<file path="config.mk">
export PLATFORM = sky130hd
export DESIGN_NAME = led_pulse_width_bit_encoder
export DESIGN_NICKNAME = d
export VERILOG_FILES = /design/src/lpwe_pkg.sv /design/src/lpwe_front.sv /design/src/lpwe_back.sv /design/src/led_pulse_width_bit_encoder.sv
export SDC_FILE = /design/constraint.sdc
export NUM_CORES = 1
export LEC_CHECK = 0
export ABC_AREA = 1
export BUFFER_PORTS_ARGS = -buffer_cell sky130_fd_sc_hd__buf_2
export CORE_MARGIN = 4
export CORE_UTILIZATION = 55
export CTS_CLUSTER_DIAMETER = 60
export DETAILED_ROUTE_END_ITERATION = 10
export PLACE_DENSITY = 0.83
export SETUP_SLACK_MARGIN = 0.1
export SLEW_MARGIN = 20
export SYNTH_ARGS = -nofsm -noshare
export SYNTH_HDL_FRONTEND = slang
export SYNTH_HIERARCHICAL = 1
export SYNTH_SLANG_ARGS = --single-unit
export TNS_END_PERCENT = 30
</file>
<file path="constraint.sdc">
create_clock -name i_clk -period 3.5 [get_ports i_clk]
set_clock_uncertainty 0.05 [all_clocks]
set_input_delay 0.175 -clock i_clk [delete_from_list [all_inputs] [get_ports i_clk]]
set_output_delay 0.175 -clock i_clk [all_outputs]
set_load 0.05 [all_outputs]
</file>
<file path="src/lpwe_pkg.sv">
// Shared types and constants for the LED pulse-width bit encoder.
// No dependencies; imported by every module of the encoder.
`default_nettype none

package lpwe_pkg;

    // Field and register widths.
    localparam int BYTE_W          = 8;
    localparam int BIT_IDX_W       = 3;
    localparam int REG_W           = 16;
    localparam int COUNT_WIDTH_DEF = 16;

    // Index of the last bit of a byte.
    localparam logic [BIT_IDX_W-1:0] LAST_BIT_IDX = 3'd7;

    // Register reset values.
    localparam logic [REG_W-1:0] SHORT_TICKS_RST = 16'd24;
    localparam logic [REG_W-1:0] LONG_TICKS_RST  = 16'd87;

    // Configuration register indexes.
    typedef enum logic {
        CFG_SHORT_TICKS = 1'b0,
        CFG_LONG_TICKS  = 1'b1
    } t_cfg_idx;

    // Item kind.
    typedef enum logic {
        KIND_TICK = 1'b0,
        KIND_LOAD = 1'b1
    } t_kind;

    // Classified item as it sits in the queue.
    typedef struct packed {
        logic               is_load;
        logic [BYTE_W-1:0]  data_byte;
        logic               last_byte;
    } t_cmd;

    // Queue head as seen by the back end.
    typedef struct packed {
        logic valid;
        t_cmd cmd;
    } t_cmd_slot;

    // One result item.
    typedef struct packed {
        logic pin_level;
        logic busy_res;
        logic rejected;
        logic stream_done;
    } t_res;

endpackage

`default_nettype wire

</file>
<file path="src/lpwe_front.sv">
// Front end: accepts items, classifies them and holds them in a two-entry queue.
// Depends on lpwe_pkg.
`default_nettype none

module lpwe_front
    import lpwe_pkg::*;
(
    input  wire logic              i_clk,
    input  wire logic              i_rst_n,
    input  wire logic              i_valid,
    output logic                   o_ready,
    input  wire logic              i_kind,
    input  wire logic [BYTE_W-1:0] i_data_byte,
    input  wire logic              i_last_byte,
    output t_cmd_slot              o_head,
    input  wire logic              i_pop
);

    t_cmd       r_mem [2];
    logic       r_wr_ptr;
    logic       r_rd_ptr;
    logic [1:0] r_count;
    logic       n_wr_ptr;
    logic       n_rd_ptr;
    logic [1:0] n_count;
    logic       w_push;
    logic       w_pop;
    t_cmd       w_cmd;

    // Classify the incoming item.
    always_comb begin
        w_cmd.is_load   = (t_kind'(i_kind) == KIND_LOAD);
        w_cmd.data_byte = i_data_byte;
        w_cmd.last_byte = i_last_byte;
    end

    assign o_ready = (r_count != 2'd2);
    assign w_push  = i_valid && o_ready;
    assign w_pop   = i_pop && (r_count != 2'd0);

    // Queue pointers and fill count.
    always_comb begin
        n_wr_ptr = w_push ? ~r_wr_ptr : r_wr_ptr;
        n_rd_ptr = w_pop ? ~r_rd_ptr : r_rd_ptr;
        n_count  = r_count;
        if (w_push && !w_pop) begin
            n_count = r_count + 2'd1;
        end else if (w_pop && !w_push) begin
            n_count = r_count - 2'd1;
        end
    end

    always_ff @(posedge i_clk) begin
        if (!i_rst_n) begin
            r_wr_ptr <= 1'b0;
            r_rd_ptr <= 1'b0;
            r_count  <= 2'd0;
        end else begin
            r_wr_ptr <= n_wr_ptr;
            r_rd_ptr <= n_rd_ptr;
            r_count  <= n_count;
        end
    end

    // Queue storage.
    always_ff @(posedge i_clk) begin
        if (w_push) begin
            r_mem[r_wr_ptr] <= w_cmd;
        end
    end

    // Present the oldest item.
    always_comb begin
        o_head.valid = (r_count != 2'd0);
        o_head.cmd   = r_mem[r_rd_ptr];
    end

endmodule

`default_nettype wire

</file>
<file path="src/lpwe_back.sv">
// Back end: phase timers and bit shifter; runs one queued item per cycle unless
// its result register is held full; registers the result. Depends on lpwe_pkg.
`default_nettype none

module lpwe_back
    import lpwe_pkg::*;
#(
    parameter int COUNT_WIDTH = COUNT_WIDTH_DEF
)(
    input  wire logic             i_clk,
    input  wire logic             i_rst_n,
    input  wire logic             i_cfg_we,
    input  wire logic             i_cfg_index,
    input  wire logic [REG_W-1:0] i_cfg_data,
    input  t_cmd_slot             i_head,
    output logic                  o_pop,
    output logic                  o_valid,
    input  wire logic             i_ready,
    output t_res                  o_res
);

    localparam int LEN_W = (COUNT_WIDTH > REG_W) ? COUNT_WIDTH : REG_W;
    localparam logic [LEN_W-1:0] CNT_MAX = LEN_W'({COUNT_WIDTH{1'b1}});
    localparam logic [COUNT_WIDTH-1:0] CNT_ONE = COUNT_WIDTH'(1);

    // Phase length: clamp to the counter range, and treat zero as one.
    function automatic logic [COUNT_WIDTH-1:0] phase_len(input logic [REG_W-1:0] v);
        logic [LEN_W-1:0] ext;
        logic [LEN_W-1:0] sat;
        ext = LEN_W'(v);
        sat = (ext > CNT_MAX) ? CNT_MAX : ext;
        if (sat == '0) begin
            sat = LEN_W'(1);
        end
        return sat[COUNT_WIDTH-1:0];
    endfunction

    logic [REG_W-1:0]       r_short_ticks;
    logic [REG_W-1:0]       r_long_ticks;
    logic [BYTE_W-1:0]      r_shift_byte;
    logic [BIT_IDX_W-1:0]   r_bit_index;
    logic                   r_in_low_phase;
    logic [COUNT_WIDTH-1:0] r_phase_count;
    logic                   r_active;
    logic                   r_final_flag;
    logic                   r_out_valid;
    t_res                   r_res;

    logic [BYTE_W-1:0]      n_shift_byte;
    logic [BIT_IDX_W-1:0]   n_bit_index;
    logic                   n_in_low_phase;
    logic [COUNT_WIDTH-1:0] n_phase_count;
    logic                   n_active;
    logic                   n_final_flag;
    t_res                   n_res;

    logic [COUNT_WIDTH-1:0] w_short_len;
    logic [COUNT_WIDTH-1:0] w_long_len;
    logic [COUNT_WIDTH-1:0] w_len;
    logic [COUNT_WIDTH-1:0] w_count_inc;
    logic                   w_phase_end;

    // Configuration registers.
    always_ff @(posedge i_clk) begin
        if (!i_rst_n) begin
            r_short_ticks <= SHORT_TICKS_RST;
            r_long_ticks  <= LONG_TICKS_RST;
        end else if (i_cfg_we) begin
            case (t_cfg_idx'(i_cfg_index))
                CFG_SHORT_TICKS: r_short_ticks <= i_cfg_data;
                CFG_LONG_TICKS:  r_long_ticks  <= i_cfg_data;
                default: ;
            endcase
        end
    end

    // Take the next item whenever the output register is free or being emptied.
    assign o_pop = i_head.valid && (!r_out_valid || i_ready);

    // Length of the running phase: long when the bit and the phase disagree.
    assign w_short_len = phase_len(r_short_ticks);
    assign w_long_len  = phase_len(r_long_ticks);
    assign w_len       = (r_shift_byte[BYTE_W-1] ^ r_in_low_phase) ? w_long_len : w_short_len;
    assign w_count_inc = r_phase_count + CNT_ONE;
    assign w_phase_end = (w_count_inc >= w_len);

    // Execute the item at the queue head.
    always_comb begin
        n_shift_byte      = r_shift_byte;
        n_bit_index       = r_bit_index;
        n_in_low_phase    = r_in_low_phase;
        n_phase_count     = r_phase_count;
        n_active          = r_active;
        n_final_flag      = r_final_flag;
        n_res.rejected    = 1'b0;
        n_res.stream_done = 1'b0;
        if (i_head.cmd.is_load) begin
            if (r_active) begin
                n_res.rejected = 1'b1;
            end else begin
                n_shift_byte   = i_head.cmd.data_byte;
                n_final_flag   = i_head.cmd.last_byte;
                n_bit_index    = '0;
                n_in_low_phase = 1'b0;
                n_phase_count  = '0;
                n_active       = 1'b1;
            end
        end else if (r_active) begin
            n_phase_count = w_count_inc;
            if (w_phase_end) begin
                n_phase_count = '0;
                if (!r_in_low_phase) begin
                    n_in_low_phase = 1'b1;
                end else if (r_bit_index == LAST_BIT_IDX) begin
                    n_active          = 1'b0;
                    n_in_low_phase    = 1'b0;
                    n_bit_index       = '0;
                    n_res.stream_done = r_final_flag;
                    n_final_flag      = 1'b0;
                end else begin
                    n_bit_index    = r_bit_index + 3'd1;
                    n_shift_byte   = {r_shift_byte[BYTE_W-2:0], 1'b0};
                    n_in_low_phase = 1'b0;
                end
            end
        end
        n_res.pin_level = n_active && !n_in_low_phase;
        n_res.busy_res  = n_active;
    end

    // Encoder state.
    always_ff @(posedge i_clk) begin
        if (!i_rst_n) begin
            r_shift_byte   <= '0;
            r_bit_index    <= '0;
            r_in_low_phase <= 1'b0;
            r_phase_count  <= '0;
            r_active       <= 1'b0;
            r_final_flag   <= 1'b0;
        end else if (o_pop) begin
            r_shift_byte   <= n_shift_byte;
            r_bit_index    <= n_bit_index;
            r_in_low_phase <= n_in_low_phase;
            r_phase_count  <= n_phase_count;
            r_active       <= n_active;
            r_final_flag   <= n_final_flag;
        end
    end

    // Output register.
    always_ff @(posedge i_clk) begin
        if (!i_rst_n) begin
            r_out_valid <= 1'b0;
        end else if (o_pop) begin
            r_out_valid <= 1'b1;
        end else if (i_ready) begin
            r_out_valid <= 1'b0;
        end
    end

    always_ff @(posedge i_clk) begin
        if (o_pop) begin
            r_res <= n_res;
        end
    end

    assign o_valid = r_out_valid;
    assign o_res   = r_res;

endmodule

`default_nettype wire

</file>
<file path="src/led_pulse_width_bit_encoder.sv">
// Top level of the LED pulse-width bit encoder: front end with item queue and
// back end with timers and output register. Depends on lpwe_pkg, lpwe_front, lpwe_back.
//
//  Channel  | Handshake            | Payload
//  ---------+----------------------+----------------------------------------------
//  input    | i_valid / o_ready    | i_kind, i_data_byte, i_last_byte
//  output   | o_valid / i_ready    | o_pin_level, o_busy_res, o_rejected, o_stream_done
//  config   | i_cfg_we             | i_cfg_index, i_cfg_data
//
// One item per cycle sustained while results are taken; a taken item is written into
// the two-entry queue and, once the back end pops it, is executed straight into the
// back end's output register.
// The back end executes one queued item per cycle; it pauses only while its result
// register is full and not being taken, and the input stalls only when the queue is full.
// Reset is synchronous and active low; it clears the queue, the encoder state and
// restores the phase lengths to 24 and 87 ticks.
`default_nettype none

module led_pulse_width_bit_encoder
    import lpwe_pkg::*;
#(
    parameter int COUNT_WIDTH = COUNT_WIDTH_DEF
)(
    input  wire logic              i_clk,
    input  wire logic              i_rst_n,
    input  wire logic              i_cfg_we,
    input  wire logic              i_cfg_index,
    input  wire logic [REG_W-1:0]  i_cfg_data,
    input  wire logic              i_valid,
    output logic                   o_ready,
    input  wire logic              i_kind,
    input  wire logic [BYTE_W-1:0] i_data_byte,
    input  wire logic              i_last_byte,
    output logic                   o_valid,
    input  wire logic              i_ready,
    output logic                   o_pin_level,
    output logic                   o_busy_res,
    output logic                   o_rejected,
    output logic                   o_stream_done
);

    t_cmd_slot w_head;
    logic      w_pop;
    t_res      w_res;

    // Front end and item queue.
    lpwe_front u_front (
        .i_clk       (i_clk),
        .i_rst_n     (i_rst_n),
        .i_valid     (i_valid),
        .o_ready     (o_ready),
        .i_kind      (i_kind),
        .i_data_byte (i_data_byte),
        .i_last_byte (i_last_byte),
        .o_head      (w_head),
        .i_pop       (w_pop)
    );

    // Back end with timers and result register.
    lpwe_back #(
        .COUNT_WIDTH (COUNT_WIDTH)
    ) u_back (
        .i_clk       (i_clk),
        .i_rst_n     (i_rst_n),
        .i_cfg_we    (i_cfg_we),
        .i_cfg_index (i_cfg_index),
        .i_cfg_data  (i_cfg_data),
        .i_head      (w_head),
        .o_pop       (w_pop),
        .o_valid     (o_valid),
        .i_ready     (i_ready),
        .o_res       (w_res)
    );

    // Result fields.
    assign o_pin_level   = w_res.pin_level;
    assign o_busy_res    = w_res.busy_res;
    assign o_rejected    = w_res.rejected;
    assign o_stream_done = w_res.stream_done;

endmodule

`default_nettype wire

</file>
==> results of run 1 <==
per-stage QoR:
stage                util  cells  total power [mW]
finish              0.643    766              3.34
global route        0.643    766              3.57
CTS                 0.643    766              3.35
detailed placement  0.595    728              2.65
global placement    0.595    728              2.60
floorplan               -    600              2.41
final cells by class:
type | count | area share
inverter | 71 | 0.0504
clock buffer | 10 | 0.0240
tap | 105 | 0.0247
multi-input combinational | 420 | 0.418
sequential | 92 | 0.392
clock inverter | 6 | 0.00990
timing repair buffer | 62 | 0.0806
where the power goes:
group	switching [mW]	internal, mW
clock	0.401	0.271
combinational	0.870	0.430
sequential	0.0997	1.27
state kept, by name, indices dropped and copies added (netlist names), named ones only:
signal,flops
u_back/r_active,1
u_front/r_mem,20
u_front/r_rd_ptr,1
u_back/o_valid,1
u_back/r_long_ticks,16
u_back/r_final_flag,1
u_back/o_res,4
u_back/r_phase_count,16
u_back/r_in_low_phase,1
u_front/r_count,2
u_back/r_short_ticks,16
u_back/r_shift_byte,8
u_front/r_wr_ptr,1
u_back/r_bit_index,3
synth_stat cells:
| cell type | number |
|---|---|
| nor2_1 | 87 |
| nand3_2 | 1 |
| o21a_1 | 2 |
| edfxtp_1 | 24 |
| nor2_2 | 5 |
| o21ai_1 | 1 |
| o21ba_2 | 1 |
| inv_2 | 3 |
| clkinv_1 | 3 |
| mux2i_1 | 7 |
| buf_8 | 1 |
| ha_1 | 21 |
| nor4_1 | 8 |
| nand3_4 | 2 |
| o21ai_0 | 35 |
| mux2_2 | 10 |
| nor2_8 | 1 |
| buf_2 | 3 |
| nand4_1 | 11 |
| xnor2_1 | 2 |
| inv_1 | 64 |
| xor2_1 | 12 |
| a21oi_2 | 5 |
| nor3_1 | 3 |
| nand2_4 | 1 |
| dfxtp_1 | 68 |
| buf_6 | 3 |
| clkbuf_1 | 9 |
| nand3_1 | 16 |
| nand2_1 | 158 |
| a21oi_1 | 25 |
| o22ai_1 | 1 |
| dlymetal6s2s_1 | 1 |
| clkinv_2 | 1 |
| nand2_2 | 5 |
logic make-up (layout without fill, tap and decap cells):
kind of cell,Yosys count,in the layout,synth area share
xor+xnor,14,14,0.0262
simple gates,298,298,0.272
flops,92,92,0.445
compound gates,70,70,0.0813
fa+ha+maj,21,21,0.0561
mux,17,17,0.0390
buf+inv,88,149,0.0807
worst max-delay path: cells and delay by family, from the launching register on:
kind / cells / cell delay (ps)
and+or+nand+nor: 10 / 1360
adders and majority gates: 2 / 500
DFF: 1 / 430
AOI/OAI and AO/OA: 2 / 200
xor gates and xnor gates: 1 / 170
buffers and inverters: 1 / 60
routing by layer:
metal,track usage,share of wire,vias to the layer above
met5,0,0,-
li1,-,-,2040
met2,0.334,0.47,126
met3,0.0361,0.053,18
met4,0.0891,0.023,0
met1,0.280,0.46,1840
worst max path at each step:
stage	start	end	slack, ps	cells after the start
finish	u_back/r_phase_count[0]$_SDFFE_PN0P_	u_back/r_phase_count[1]$_SDFFE_PN0P_	640	16
global placement	u_back/r_phase_count[0]$_SDFFE_PN0P_	u_back/r_phase_count[6]$_SDFFE_PN0P_	820	16
global route	u_back/r_phase_count[0]$_SDFFE_PN0P_	u_back/r_phase_count[12]$_SDFFE_PN0P_	370	16
CTS	u_back/r_phase_count[0]$_SDFFE_PN0P_	u_back/r_phase_count[12]$_SDFFE_PN0P_	650	16
floorplan	u_back/r_phase_count[0]$_SDFFE_PN0P_	u_back/r_phase_count[15]$_SDFFE_PN0P_	960	17
detailed placement	u_back/r_phase_count[0]$_SDFFE_PN0P_	u_back/r_phase_count[12]$_SDFFE_PN0P_	700	16
repair_timing:
| action | CTS | global route |
|---|---|---|
| endpoints found under the hold margin | 37 | 0 |
| buffers inserted | 0 | 0 |
| hold buffers | 22 | 0 |
==> summary.md, run 1 <==
| Metric | Value |
|---|---|
| Final min period | `around 2900 ps` |
| Unrepaired setup endpoints after global routing | `false` |
| Hold Startpoint | `i_cfg_data[12]` |
| Antenna diodes | `0` |
| Register area | `0.00208 mm^2` |
| Hold endpoint | `u_back/r_short_ticks[12]$_SDFFE_PN0P_` |
| Worst-Margin Slew | `~940 ps` |
| Wire per inst | `around 13 um` |
| Top cell type's share of synthesized area | `0.291` |
| Worst endpoint required time | `3730 ps` |
| Synth top area cells | `dfxtp_1, edfxtp_1, nand2_1, nor2_1, ha_1` |
| CP max stage cell | `dfxtp_1` |
| CP Max Fanout | `16` |
| Most frequent cells in the layout | `nand2_1, nor2_1, dfxtp_1, inv_1, buf_2` |
| RePlAce Congestion | `~0.84` |
| Cell taking the most area after synthesis | `dfxtp_1` |
| Setup TNS | `0 ps` |
| CTS buffer count | `9` |
| Post-CTS sizing | `0` |
| GRT overflow | `0` |
| Hold Fails Final Rpt | `0` |
| Sequential fraction of the synthesis area | `0.445` |
| CTS Root Cell | `clkbuf_8` |
| Routed WL | `around 10000 um` |
| Initial Utilization | `0.567` |
| Port Buffers | `37` |
| Clk_lat worst skew | `between 300 and 400 ps` |
| Layout cells sized above 1 | `0.136` |
| Status | `finished clean` |
| Pin count of the biggest net entering global routing | `between 50 and 60` |
| Mapped cell area | `approximately 0.0047 mm^2` |
| Avg Cell Area, Syn | `7.80 um^2` |
| Nets@finish | `roughly 700` |
| DRC | `0` |
| CP Cell Sequence | `ha_1 -> nand2_1 -> nor2_2 -> nand2_1 -> nor2_2 -> nand2_1 -> xor2_1 -> inv_2 -> ha_1 -> nand4_1 -> a21oi_1 -> nor2_2 -> nand3_4 -> nor2_8 -> nand2_1 -> a21oi_1` |
| Synthesized Nets | `between 600 and 700` |
| Period utilization | `0.817` |
| DPL Wire Length | `around 7000 um` |
| Drt pass-1 iters | `5` |
| Area of the core | `a little over 0.008 mm^2` |
| Library cells used by synthesis | `35` |
| Die height | `roughly 100 um` |
| Worst-path clk slew | `about 90 ps` |
| Maxcap violations | `0` |
| Area Growth Syn to Fin | `13.4%` |
| RR Startpoint | `u_back/r_phase_count[0]$_SDFFE_PN0P_` |
| Fill count | `697` |
| Design area | `about 0.0053 mm^2` |
| GRT Total Usage | `0.209` |
| Most frequent CP cell | `nand2_1` |
| FMAX | `0.350 GHz` |
| Seq cells post-synth | `just over 90` |
| CP Data Arrival Time | `around 3100 ps` |
| Crit path launch type | `register` |
| FF-to-FF End | `u_back/r_phase_count[1]$_SDFFE_PN0P_` |
| DIE AREA | `a little over 0.01 mm^2` |
| Relative max-transition margin | `0.370` |
| Antenna Nets Post-Route | `0` |
| First-pass GRT wire length | `16800 um` |
| Final worst slack | `640 ps` |
| Most common cell after layout, fill and taps aside | `nand2_1` |
| Top Ports | `38` |
| Warning count from the yosys run | `6` |
| Post-placement cell area | `0.00491 mm^2` |
| VDD IR max | `366 uV` |
| Final hold slack | `22.4 ps` |
| Reg2Reg Setup Slack | `640 ps` |
| Die W | `100 um` |
| Reg2Reg Depth | `16` |
| Sinks on the clock net | `between 90 and 100` |
| Vias in the first global route | `3701` |
| Pleak | `2.46 nW` |
| Area of the multi-input gates | `around 0.0022 mm^2` |
| CP endpoint kind | `register` |
| Synthesized netlist cell count | `600` |
| H-Tree Level Count | `3` |
| Power density cells | `629 mW/mm^2` |
| Max Slew Vio Count | `0` |
| CP Class | `reg -> reg` |
| CTS tree | `done` |
| Tightest Hold Check Type | `in -> reg` |
| Via count | `~4000` |
| Initial antenna violation count | `0` |
| Worst slack at placement | `around 700 ps` |
| Initial DRC Count | `between 200 and 250` |
| CTS Buffer Depth | `2` |
| FP Rows | `33` |
| Max stage delay on crit path | `~430 ps` |
| Final setup violation count | `0` |
| DR vias/cell | `~5.3` |
| Hold path depth | `3` |
Note: power is estimated with default switching activity, not from simulation.
==> run 2, diff against run 1 <==
CORE_UTILIZATION = 54   (was 55)
PLACE_DENSITY = 0.85   (was 0.83)
clock period = 2.5 ns   (was 3.5 ns; I/O delays follow)
==> run 2 against run 1 <==
Against the previous run: largest cell class unchanged; critical path type unchanged; cell count increased by 6.1%; design area rose by 11%; clock power grew 53%; global-route usage grew 2.8 points; fmax increased by 4.3%; setup slack got worse by 880 ps; routed wire length increased by 19%; via count increased by 10%; flip-flop and latch count stayed put; sequential power rose by 38%; the flow now finishes with violations (setup timing); hold slack got worse by 9.3 ps.
==> summary.md, run 2 (same netlist as run 1, synthesis figures left out) <==
| Metric | Value |
|---|---|
| Status | `finished with violations (was finished clean)` |
| Failing checks | `setup timing` |
| CP Max Fanout | `8 (was 16)` |
| Maxcap violations | `0 (unchanged)` |
| Drt pass-1 iters | `6 (was 5)` |
| Nets@finish | `756 (was 709)` |
| Via count | `4439 (was 4024)` |
| Initial Utilization | `0.561 (was 0.567)` |
| CTS Root Cell | `clkbuf_8 (unchanged)` |
| Final setup violation count | `32 (was 0)` |
| Seq pwr share | `0.372 (was 0.410)` |
| CTS Buffer Depth | `2 (unchanged)` |
| Pin count of the biggest net entering global routing | `50 (was 51)` |
| GRT Total Usage | `0.237 (was 0.209)` |
| Unrepaired setup endpoints after global routing | `true (was false)` |
| Most frequent CP cell | `nor2_4 (was nand2_1)` |
| CP max stage cell | `dfxtp_4 (was dfxtp_1)` |
| Hold Startpoint | `i_ready (was i_cfg_data[12])` |
| VDD IR max | `723 uV (was 366 uV)` |
| Vias in the first global route | `4229 (was 3701)` |
| DRC | `0 (unchanged)` |
| Critical Path Start | `u_back/r_phase_count[1]$_SDFFE_PN0P_ (was u_back/r_phase_count[0]$_SDFFE_PN0P_)` |
| Initial antenna violation count | `0 (unchanged)` |
| CP Cell Sequence | `ha_4 -> nand2_4 -> nor2_4 -> nand2_2 -> nor2_4 -> nand2_1 -> xor2_1 -> ha_1 -> nand4_1 -> a21oi_1 -> nor2_2 -> nand3_4 -> nor2_4 -> buf_4 -> o21ba_2 (was ha_1 -> nand2_1 -> nor2_2 -> nand2_1 -> nor2_2 -> nand2_1 -> xor2_1 -> inv_2 -> ha_1 -> nand4_1 -> a21oi_1 -> nor2_2 -> nand3_4 -> nor2_8 -> nand2_1 -> a21oi_1)` |
| Most frequent cells in the layout | `nand2_1, nor2_1, inv_1, dfxtp_1, buf_4 (was nand2_1, nor2_1, dfxtp_1, inv_1, buf_2)` |
| Post-placement cell area | `0.00520 mm^2 (was 0.00491 mm^2)` |
| Sw Ratio | `0.409 (was 0.410)` |
| Antenna diodes | `0 (unchanged)` |
| Comb power frac | `0.426 (was 0.389)` |
| Die height | `101 um (was 100 um)` |
| GRT overflow | `0 (unchanged)` |
| Routed WL | `11900 um (was 10100 um)` |
| Antenna Nets Post-Route | `0 (unchanged)` |
| Pleak | `2.75 nW (was 2.46 nW)` |
| Largest register by flop count | `u_front/r_mem (unchanged)` |
| Tightest Hold Check Type | `in -> reg (unchanged)` |
| CTS buffer count | `9 (unchanged)` |
| CTS tree | `done (unchanged)` |
| Hold Fails Final Rpt | `0 (unchanged)` |
| Port Buffers | `37 (unchanged)` |
| Wire per inst | `14.7 um (was 13.1 um)` |
| RePlAce Congestion | `0.894 (was 0.840)` |
| Top Ports | `38 (unchanged)` |
| Initial DRC Count | `301 (was 201)` |
| DR vias/cell | `5.46 (was 5.25)` |
| FMAX | `0.365 GHz (was 0.350 GHz)` |
| Worst slack at placement | `-182 ps (was 701 ps)` |
| Internal power | `3.01 mW (was 1.97 mW)` |
| Area of the core | `0.00834 mm^2 (was 0.00826 mm^2)` |
| CP Class | `reg -> reg (unchanged)` |
| Worst endpoint required time | `2760 ps (was 3730 ps)` |
| Crit path launch type | `register (unchanged)` |
| Final min period | `2740 ps (was 2860 ps)` |
| DIE AREA | `0.0102 mm^2 (was 0.0101 mm^2)` |
| Power density cells | `867 mW/mm^2 (was 629 mW/mm^2)` |
| Overall Power | `5.09 mW (was 3.34 mW)` |
| DPL Wire Length | `7660 um (was 6840 um)` |
| First-pass GRT wire length | `19300 um (was 16800 um)` |
| CP Data Arrival Time | `3000 ps (was 3090 ps)` |
| FP Rows | `33 (unchanged)` |
| Period utilization | `1.10 (was 0.817)` |
| Worst-path clk slew | `90 ps (about the same)` |
| Worst-Margin Slew | `910 ps (was 941 ps)` |
| Clk network pwr share | `0.203 (was 0.201)` |
| Max Slew Vio Count | `0 (unchanged)` |
| Clk_lat worst skew | `370 ps (about the same)` |
| Sinks on the clock net | `92 (unchanged)` |
| Post-Place Cells | `759 (was 728)` |
| Relative max-transition margin | `0.391 (was 0.370)` |
| NetSw | `2.08 mW (was 1.37 mW)` |
| Final worst slack | `-241 ps (was 640 ps)` |
| Final hold slack | `13.1 ps (was 22.4 ps)` |
| Most common cell after layout, fill and taps aside | `nand2_1 (unchanged)` |
| Die W | `101 um (was 100 um)` |
| Layout cells sized above 1 | `0.237 (was 0.136)` |
| Area Growth Syn to Fin | `25.5% (was 13.4%)` |
| Max stage delay on crit path | `380 ps (was 430 ps)` |
| CP endpoint kind | `register (unchanged)` |
| Largest register FFs | `20 (unchanged)` |
| RR Startpoint | `u_back/r_phase_count[1]$_SDFFE_PN0P_ (was u_back/r_phase_count[0]$_SDFFE_PN0P_)` |
| Design area | `0.00587 mm^2 (was 0.00531 mm^2)` |
| Cell Count, Final, Fillers Out | `813 (was 766)` |
| H-Tree Level Count | `3 (unchanged)` |
[run 2: cell count changes in the layout (fill, tap and decap cells not counted), sizes merged, moves of 2 or more]
cell	delta
buf	+41
dlygate4sd3	+4
inv	-2
clkinv	+2
[run 2: metal layers]
layer | share of wire | GRT usage | vias to the layer above
li1 | - | - | 2134
met1 | 0.40 | 0.300 | 2022
met2 | 0.49 | 0.396 | 251
met3 | 0.085 | 0.0567 | 32
met4 | 0.021 | 0.0849 | 0
met5 | 0 | 0 | -
[run 2: layout make-up]
cell class / instances / area [um^2]
well taps: 105 / 131
flip-flops and latches: 92 / 2100
multi-input cells: 422 / 2380
inverters: 71 / 270
repair buffers: 107 / 792
clock buffers: 10 / 128
clock inverters: 6 / 72.6
fillers: 573 / 2470
[run 2: final timing paths]
path,cells after the start,end,slack (ps)
max,15,u_back/r_phase_count[0]$_SDFFE_PN0P_,-240
min reg2reg,2,u_back/r_phase_count[3]$_SDFFE_PN0P_,450
max reg2reg,15,u_back/r_phase_count[0]$_SDFFE_PN0P_,-240
min,4,u_back/o_valid$_SDFFE_PN0P_,10
[run 2: power by group through the flow]
stage | clock network (mW) | logic (mW) | registers (mW)
after global placement | 0 | 1.86 | 1.91
after CTS | 1.04 | 2.04 | 1.89
final | 1.03 | 2.17 | 1.89
after global routing | 1.11 | 2.37 | 1.91
after detailed placement | 0 | 1.95 | 1.92
after floorplan | 0 | 1.36 | 2.04
[run 2: critical path, delay by kind of cell (launching register included)]
kind	cells	cell delay (ps)
DFF	1	380
buffers and inverters	1	170
AOI/OAI and AO/OA	2	190
adders and majority gates	2	430
and+or+nand+nor	9	1230
xor gates and xnor gates	1	220
[run 2: through the flow]
step	setup TNS, ps	util
2_1_floorplan	0	-
3_3_place_gp	-181	0.623
3_5_place_dp	-3780	0.623
4_1_cts	-1800	0.688
5_1_grt	-8580	0.704
6_report	-4490	0.704
[run 2: what timing repair did]
action                     4_1_cts  5_1_grt
hold buffers                    26        0
pin swaps                       10        7
hold endpoints to repair        52        0
buffers inserted                 3        7
setup endpoints to repair       33       33
gates resized for setup         12       22
cloned                           1        1
==> run 3, diff against run 2 <==
CORE_UTILIZATION = 55   (was 54)
PLACE_DENSITY = 0.83   (was 0.85)
SKIP_CTS_REPAIR_TIMING = 1   (was unset)
SYNTH_HIERARCHICAL = unset   (was 1)
clock period = 2.7 ns   (was 2.5 ns; I/O delays follow)
==> run 3 against run 2 <==
Against the previous run: the flow finishes with violations (hold timing, setup timing); die area shrank 3.1%; critical path depth decreased by 1; combinational power fell by 2%; clock power is 13% lower; routed wire length shrank 5.4%; design area shrank 2.7%; sequential share of layout area is 0.99 points higher; sequential power shrank 5%; via count is 4.1% lower; critical endpoint is now u_back.r_phase_count[9]$_SDFFE_PN0P_.
==> summary.md, run 3 <==
| Metric | Value |
|---|---|
| Status | `finished with violations (unchanged)` |
| Failing checks | `hold timing, setup timing (was setup timing)` |
| Reg2Reg Setup Slack | `-150 ps (was -240 ps)` |
| FMAX | `0.351 GHz (was 0.365 GHz)` |
| CP Class | `reg -> reg (unchanged)` |
| Worst-path clk slew | `90 ps (about the same)` |
| DRC | `0 (unchanged)` |
| VDD IR max | `582 uV (was 723 uV)` |
| Post-synth EDFFs | `24 (unchanged)` |
| Area Growth Syn to Fin | `23.9% (was 25.5%)` |
| Library cells used by synthesis | `34 (was 35)` |
| Sw Ratio | `0.414 (was 0.409)` |
| Period utilization | `1.06 (was 1.10)` |
| Hold Startpoint | `i_cfg_data[3] (was i_ready)` |
| Synthesized netlist cell count | `604 (was 600)` |
| Pleak | `2.65 nW (was 2.75 nW)` |
| DR vias/cell | `5.37 (was 5.46)` |
| Post-synthesis async set-or-reset flop share | `0 (unchanged)` |
| Final setup violation count | `21 (was 32)` |
| Worst slack at placement | `-86.5 ps (was -182 ps)` |
| GRT overflow | `0 (unchanged)` |
| Final Util | `0.699 (was 0.704)` |
| CP endpoint kind | `register (unchanged)` |
| Initial antenna violation count | `0 (unchanged)` |
| Count leader, synth | `nand2_1 (unchanged)` |
| Overall Power | `4.82 mW (was 5.09 mW)` |
| Fill count | `595 (was 573)` |
| Crit path launch type | `register (unchanged)` |
| Worst-Margin Slew | `932 ps (was 910 ps)` |
| Mapped cell area | `0.00461 mm^2 (was 0.00468 mm^2)` |
| Most frequent cells in the layout | `nand2_1, nor2_1, dfxtp_1, inv_1, buf_2 (was nand2_1, nor2_1, inv_1, dfxtp_1, buf_4)` |
| Largest register FFs | `20 (unchanged)` |
| Worst endpoint required time | `2930 ps (was 2760 ps)` |
| Hold Fails Final Rpt | `4 (was 0)` |
| Most common cell after layout, fill and taps aside | `nand2_1 (unchanged)` |
| Post-synth top cells | `nand2_1, nor2_1, dfxtp_1 (unchanged)` |
| Sequential fraction of the synthesis area | `0.452 (was 0.445)` |
| DPL Wire Length | `7220 um (was 7660 um)` |
| Final min period | `2850 ps (was 2740 ps)` |
| Antenna Nets Post-Route | `0 (unchanged)` |
| Post-Place Cells | `750 (was 759)` |
| Relative max-transition margin | `0.377 (was 0.391)` |
| CTS Root Cell | `clkbuf_8 (unchanged)` |
| CP Max Fanout | `7 (was 8)` |
| NetSw | `1.99 mW (was 2.08 mW)` |
| GRT Total Usage | `0.210 (was 0.237)` |
| Wire per inst | `14.2 um (was 14.7 um)` |
| Vias in the first global route | `3901 (was 4229)` |
| Nets@finish | `736 (was 756)` |
| Hold path depth | `3 (was 4)` |
| Largest register by flop count | `u_front.r_mem (was u_front/r_mem)` |
| Clk_lat worst skew | `370 ps (about the same)` |
| Port Buffers | `37 (unchanged)` |
| Initial Utilization | `0.564 (was 0.561)` |
| Seq cells post-synth | `92 (unchanged)` |
| Top cell type's share of synthesized area | `0.295 (was 0.291)` |
| Initial DRC Count | `229 (was 301)` |
| Clk network pwr share | `0.186 (was 0.203)` |
| Internal power | `2.82 mW (was 3.01 mW)` |
| Cell taking the most area after synthesis | `dfxtp_1 (unchanged)` |
| DIE AREA | `0.00991 mm^2 (was 0.0102 mm^2)` |
| Warning count from the yosys run | `0 (was 6)` |
| Die W | `99.5 um (was 101 um)` |
| Via count | `4256 (was 4439)` |
| Sinks on the clock net | `92 (unchanged)` |
| Maxcap violations | `0 (unchanged)` |
| H-Tree Level Count | `3 (unchanged)` |
| Synth top area cells | `dfxtp_1, edfxtp_1, nand2_1, nor2_1, ha_1 (unchanged)` |
| FF-to-FF End | `u_back.r_phase_count[9]$_SDFFE_PN0P_ (was u_back/r_phase_count[0]$_SDFFE_PN0P_)` |
| Power density cells | `843 mW/mm^2 (was 867 mW/mm^2)` |
| Avg Cell Area, Syn | `7.63 um^2 (was 7.80 um^2)` |
| First-pass GRT wire length | `17100 um (was 19300 um)` |
| Hold endpoint | `u_back.r_short_ticks[3]$_SDFFE_PN1P_ (was u_back/o_valid$_SDFFE_PN0P_)` |
| Comb power frac | `0.442 (was 0.426)` |
| Reg2Reg Depth | `14 (was 15)` |
| CP Data Arrival Time | `3090 ps (was 3000 ps)` |
| Layout cells sized above 1 | `0.211 (was 0.237)` |
| Unrepaired setup endpoints after global routing | `true (unchanged)` |
| Drt pass-1 iters | `8 (was 6)` |
| Pin count of the biggest net entering global routing | `49 (was 50)` |
| Die height | `99.5 um (was 101 um)` |
| Tightest Hold Check Type | `in -> reg (unchanged)` |
| Area of the core | `0.00818 mm^2 (was 0.00834 mm^2)` |
| Top Ports | `38 (unchanged)` |
| FP Rows | `33 (unchanged)` |
| CTS tree | `done (unchanged)` |
| CTS buffer count | `9 (unchanged)` |
| CTS Buffer Depth | `2 (unchanged)` |
| Synthesized Nets | `657 (was 653)` |
| Main synth FF type | `dfxtp_1 (unchanged)` |
| Final worst slack | `-151 ps (was -241 ps)` |
| RR Startpoint | `u_back.r_phase_count[3]$_SDFFE_PN0P_ (was u_back/r_phase_count[1]$_SDFFE_PN0P_)` |
| Seq pwr share | `0.372 (about the same)` |
| Routed WL | `11300 um (was 11900 um)` |
| Antenna diodes | `0 (unchanged)` |
| Cell Count, Final, Fillers Out | `793 (was 813)` |
| Final hold slack | `-44.1 ps (was 13.1 ps)` |
| RePlAce Congestion | `0.927 (was 0.894)` |
| Max Slew Vio Count | `0 (unchanged)` |
## run 3: worst max path at each step
stage | from | end | slack, ps | cells after the start
floorplan | u_back.r_phase_count[0]$_SDFFE_PN0P_ | u_back.r_phase_count[2]$_SDFFE_PN0P_ | 100 | 17
global placement | u_back.r_phase_count[1]$_SDFFE_PN0P_ | u_back.r_phase_count[9]$_SDFFE_PN0P_ | 60 | 16
detailed placement | u_back.r_phase_count[1]$_SDFFE_PN0P_ | u_back.r_phase_count[1]$_SDFFE_PN0P_ | -90 | 16
CTS | u_back.r_phase_count[1]$_SDFFE_PN0P_ | u_back.r_phase_count[1]$_SDFFE_PN0P_ | -130 | 16
global route | u_back.r_phase_count[8]$_SDFFE_PN0P_ | u_back.r_phase_count[13]$_SDFFE_PN0P_ | -280 | 15
finish | u_back.r_phase_count[3]$_SDFFE_PN0P_ | u_back.r_phase_count[9]$_SDFFE_PN0P_ | -150 | 14
## run 3: cell families (layout without fill, tap and decap cells)
kind of cell / Yosys count / count (layout) / synth area share
fa+ha+maj: 21 / 21 / 0.0570
buf+inv: 87 / 170 / 0.0831
mux: 5 / 5 / 0.0109
compound gates: 86 / 86 / 0.0983
simple gates: 302 / 303 / 0.278
xor+xnor: 11 / 11 / 0.0209
flops: 92 / 92 / 0.452
## run 3: worst max-delay path: stages, from the launching register on
cell and delay (ps):
dfxtp_1 350, buf_4 120, nand4_1 100, nor2_1 230, nand3_1 140, xnor2_1 260, ha_1 310, a21oi_1 210
o21ai_2 100, a21oi_4 170, nand3_4 150, nor2_4 200, clkbuf_16 190, nand2_1 70, a21oi_1 120
## run 3: stage by stage
step           cell area [um^2]  hold slack (ps)  TNS, ps
2_1_floorplan              4630              184        0
3_3_place_gp               5020              272        0
3_5_place_dp               5020              276    -1020
4_1_cts                    5200             -107    -2190
5_1_grt                    5710            -3.24    -5630
6_report                   5710            -44.1    -1870
## run 3: area by class of cell
class                      count  area, um^2  area share
tap                          105         131      0.0230
clock inverter                 4        30.0     0.00526
multi-input combinational    426        2390       0.419
inverter                      67         251      0.0440
timing repair buffer          87         656       0.115
clock buffer                  12         158      0.0276
sequential                    92        2090       0.367
## run 3: power by group through the flow
stage               logic, mW  clock network [mW]  registers [mW]
floorplan                1.28                   0            1.90
global placement         1.75                   0            1.80
detailed placement       1.84                   0            1.81
CTS                      1.85               0.899            1.78
global route             2.36               0.952            1.82
finish                   2.13               0.895            1.79
## run 3: layer usage
| metal | global-route usage | up-vias | wire length (um) |
|---|---|---|---|
| met5 | 0 | - | 0 |
| met3 | 0.0407 | 19 | 658 |
| met4 | 0.0735 | 0 | 206 |
| met2 | 0.352 | 139 | 5690 |
| met1 | 0.271 | 1988 | 4730 |
| li1 | - | 2110 | - |
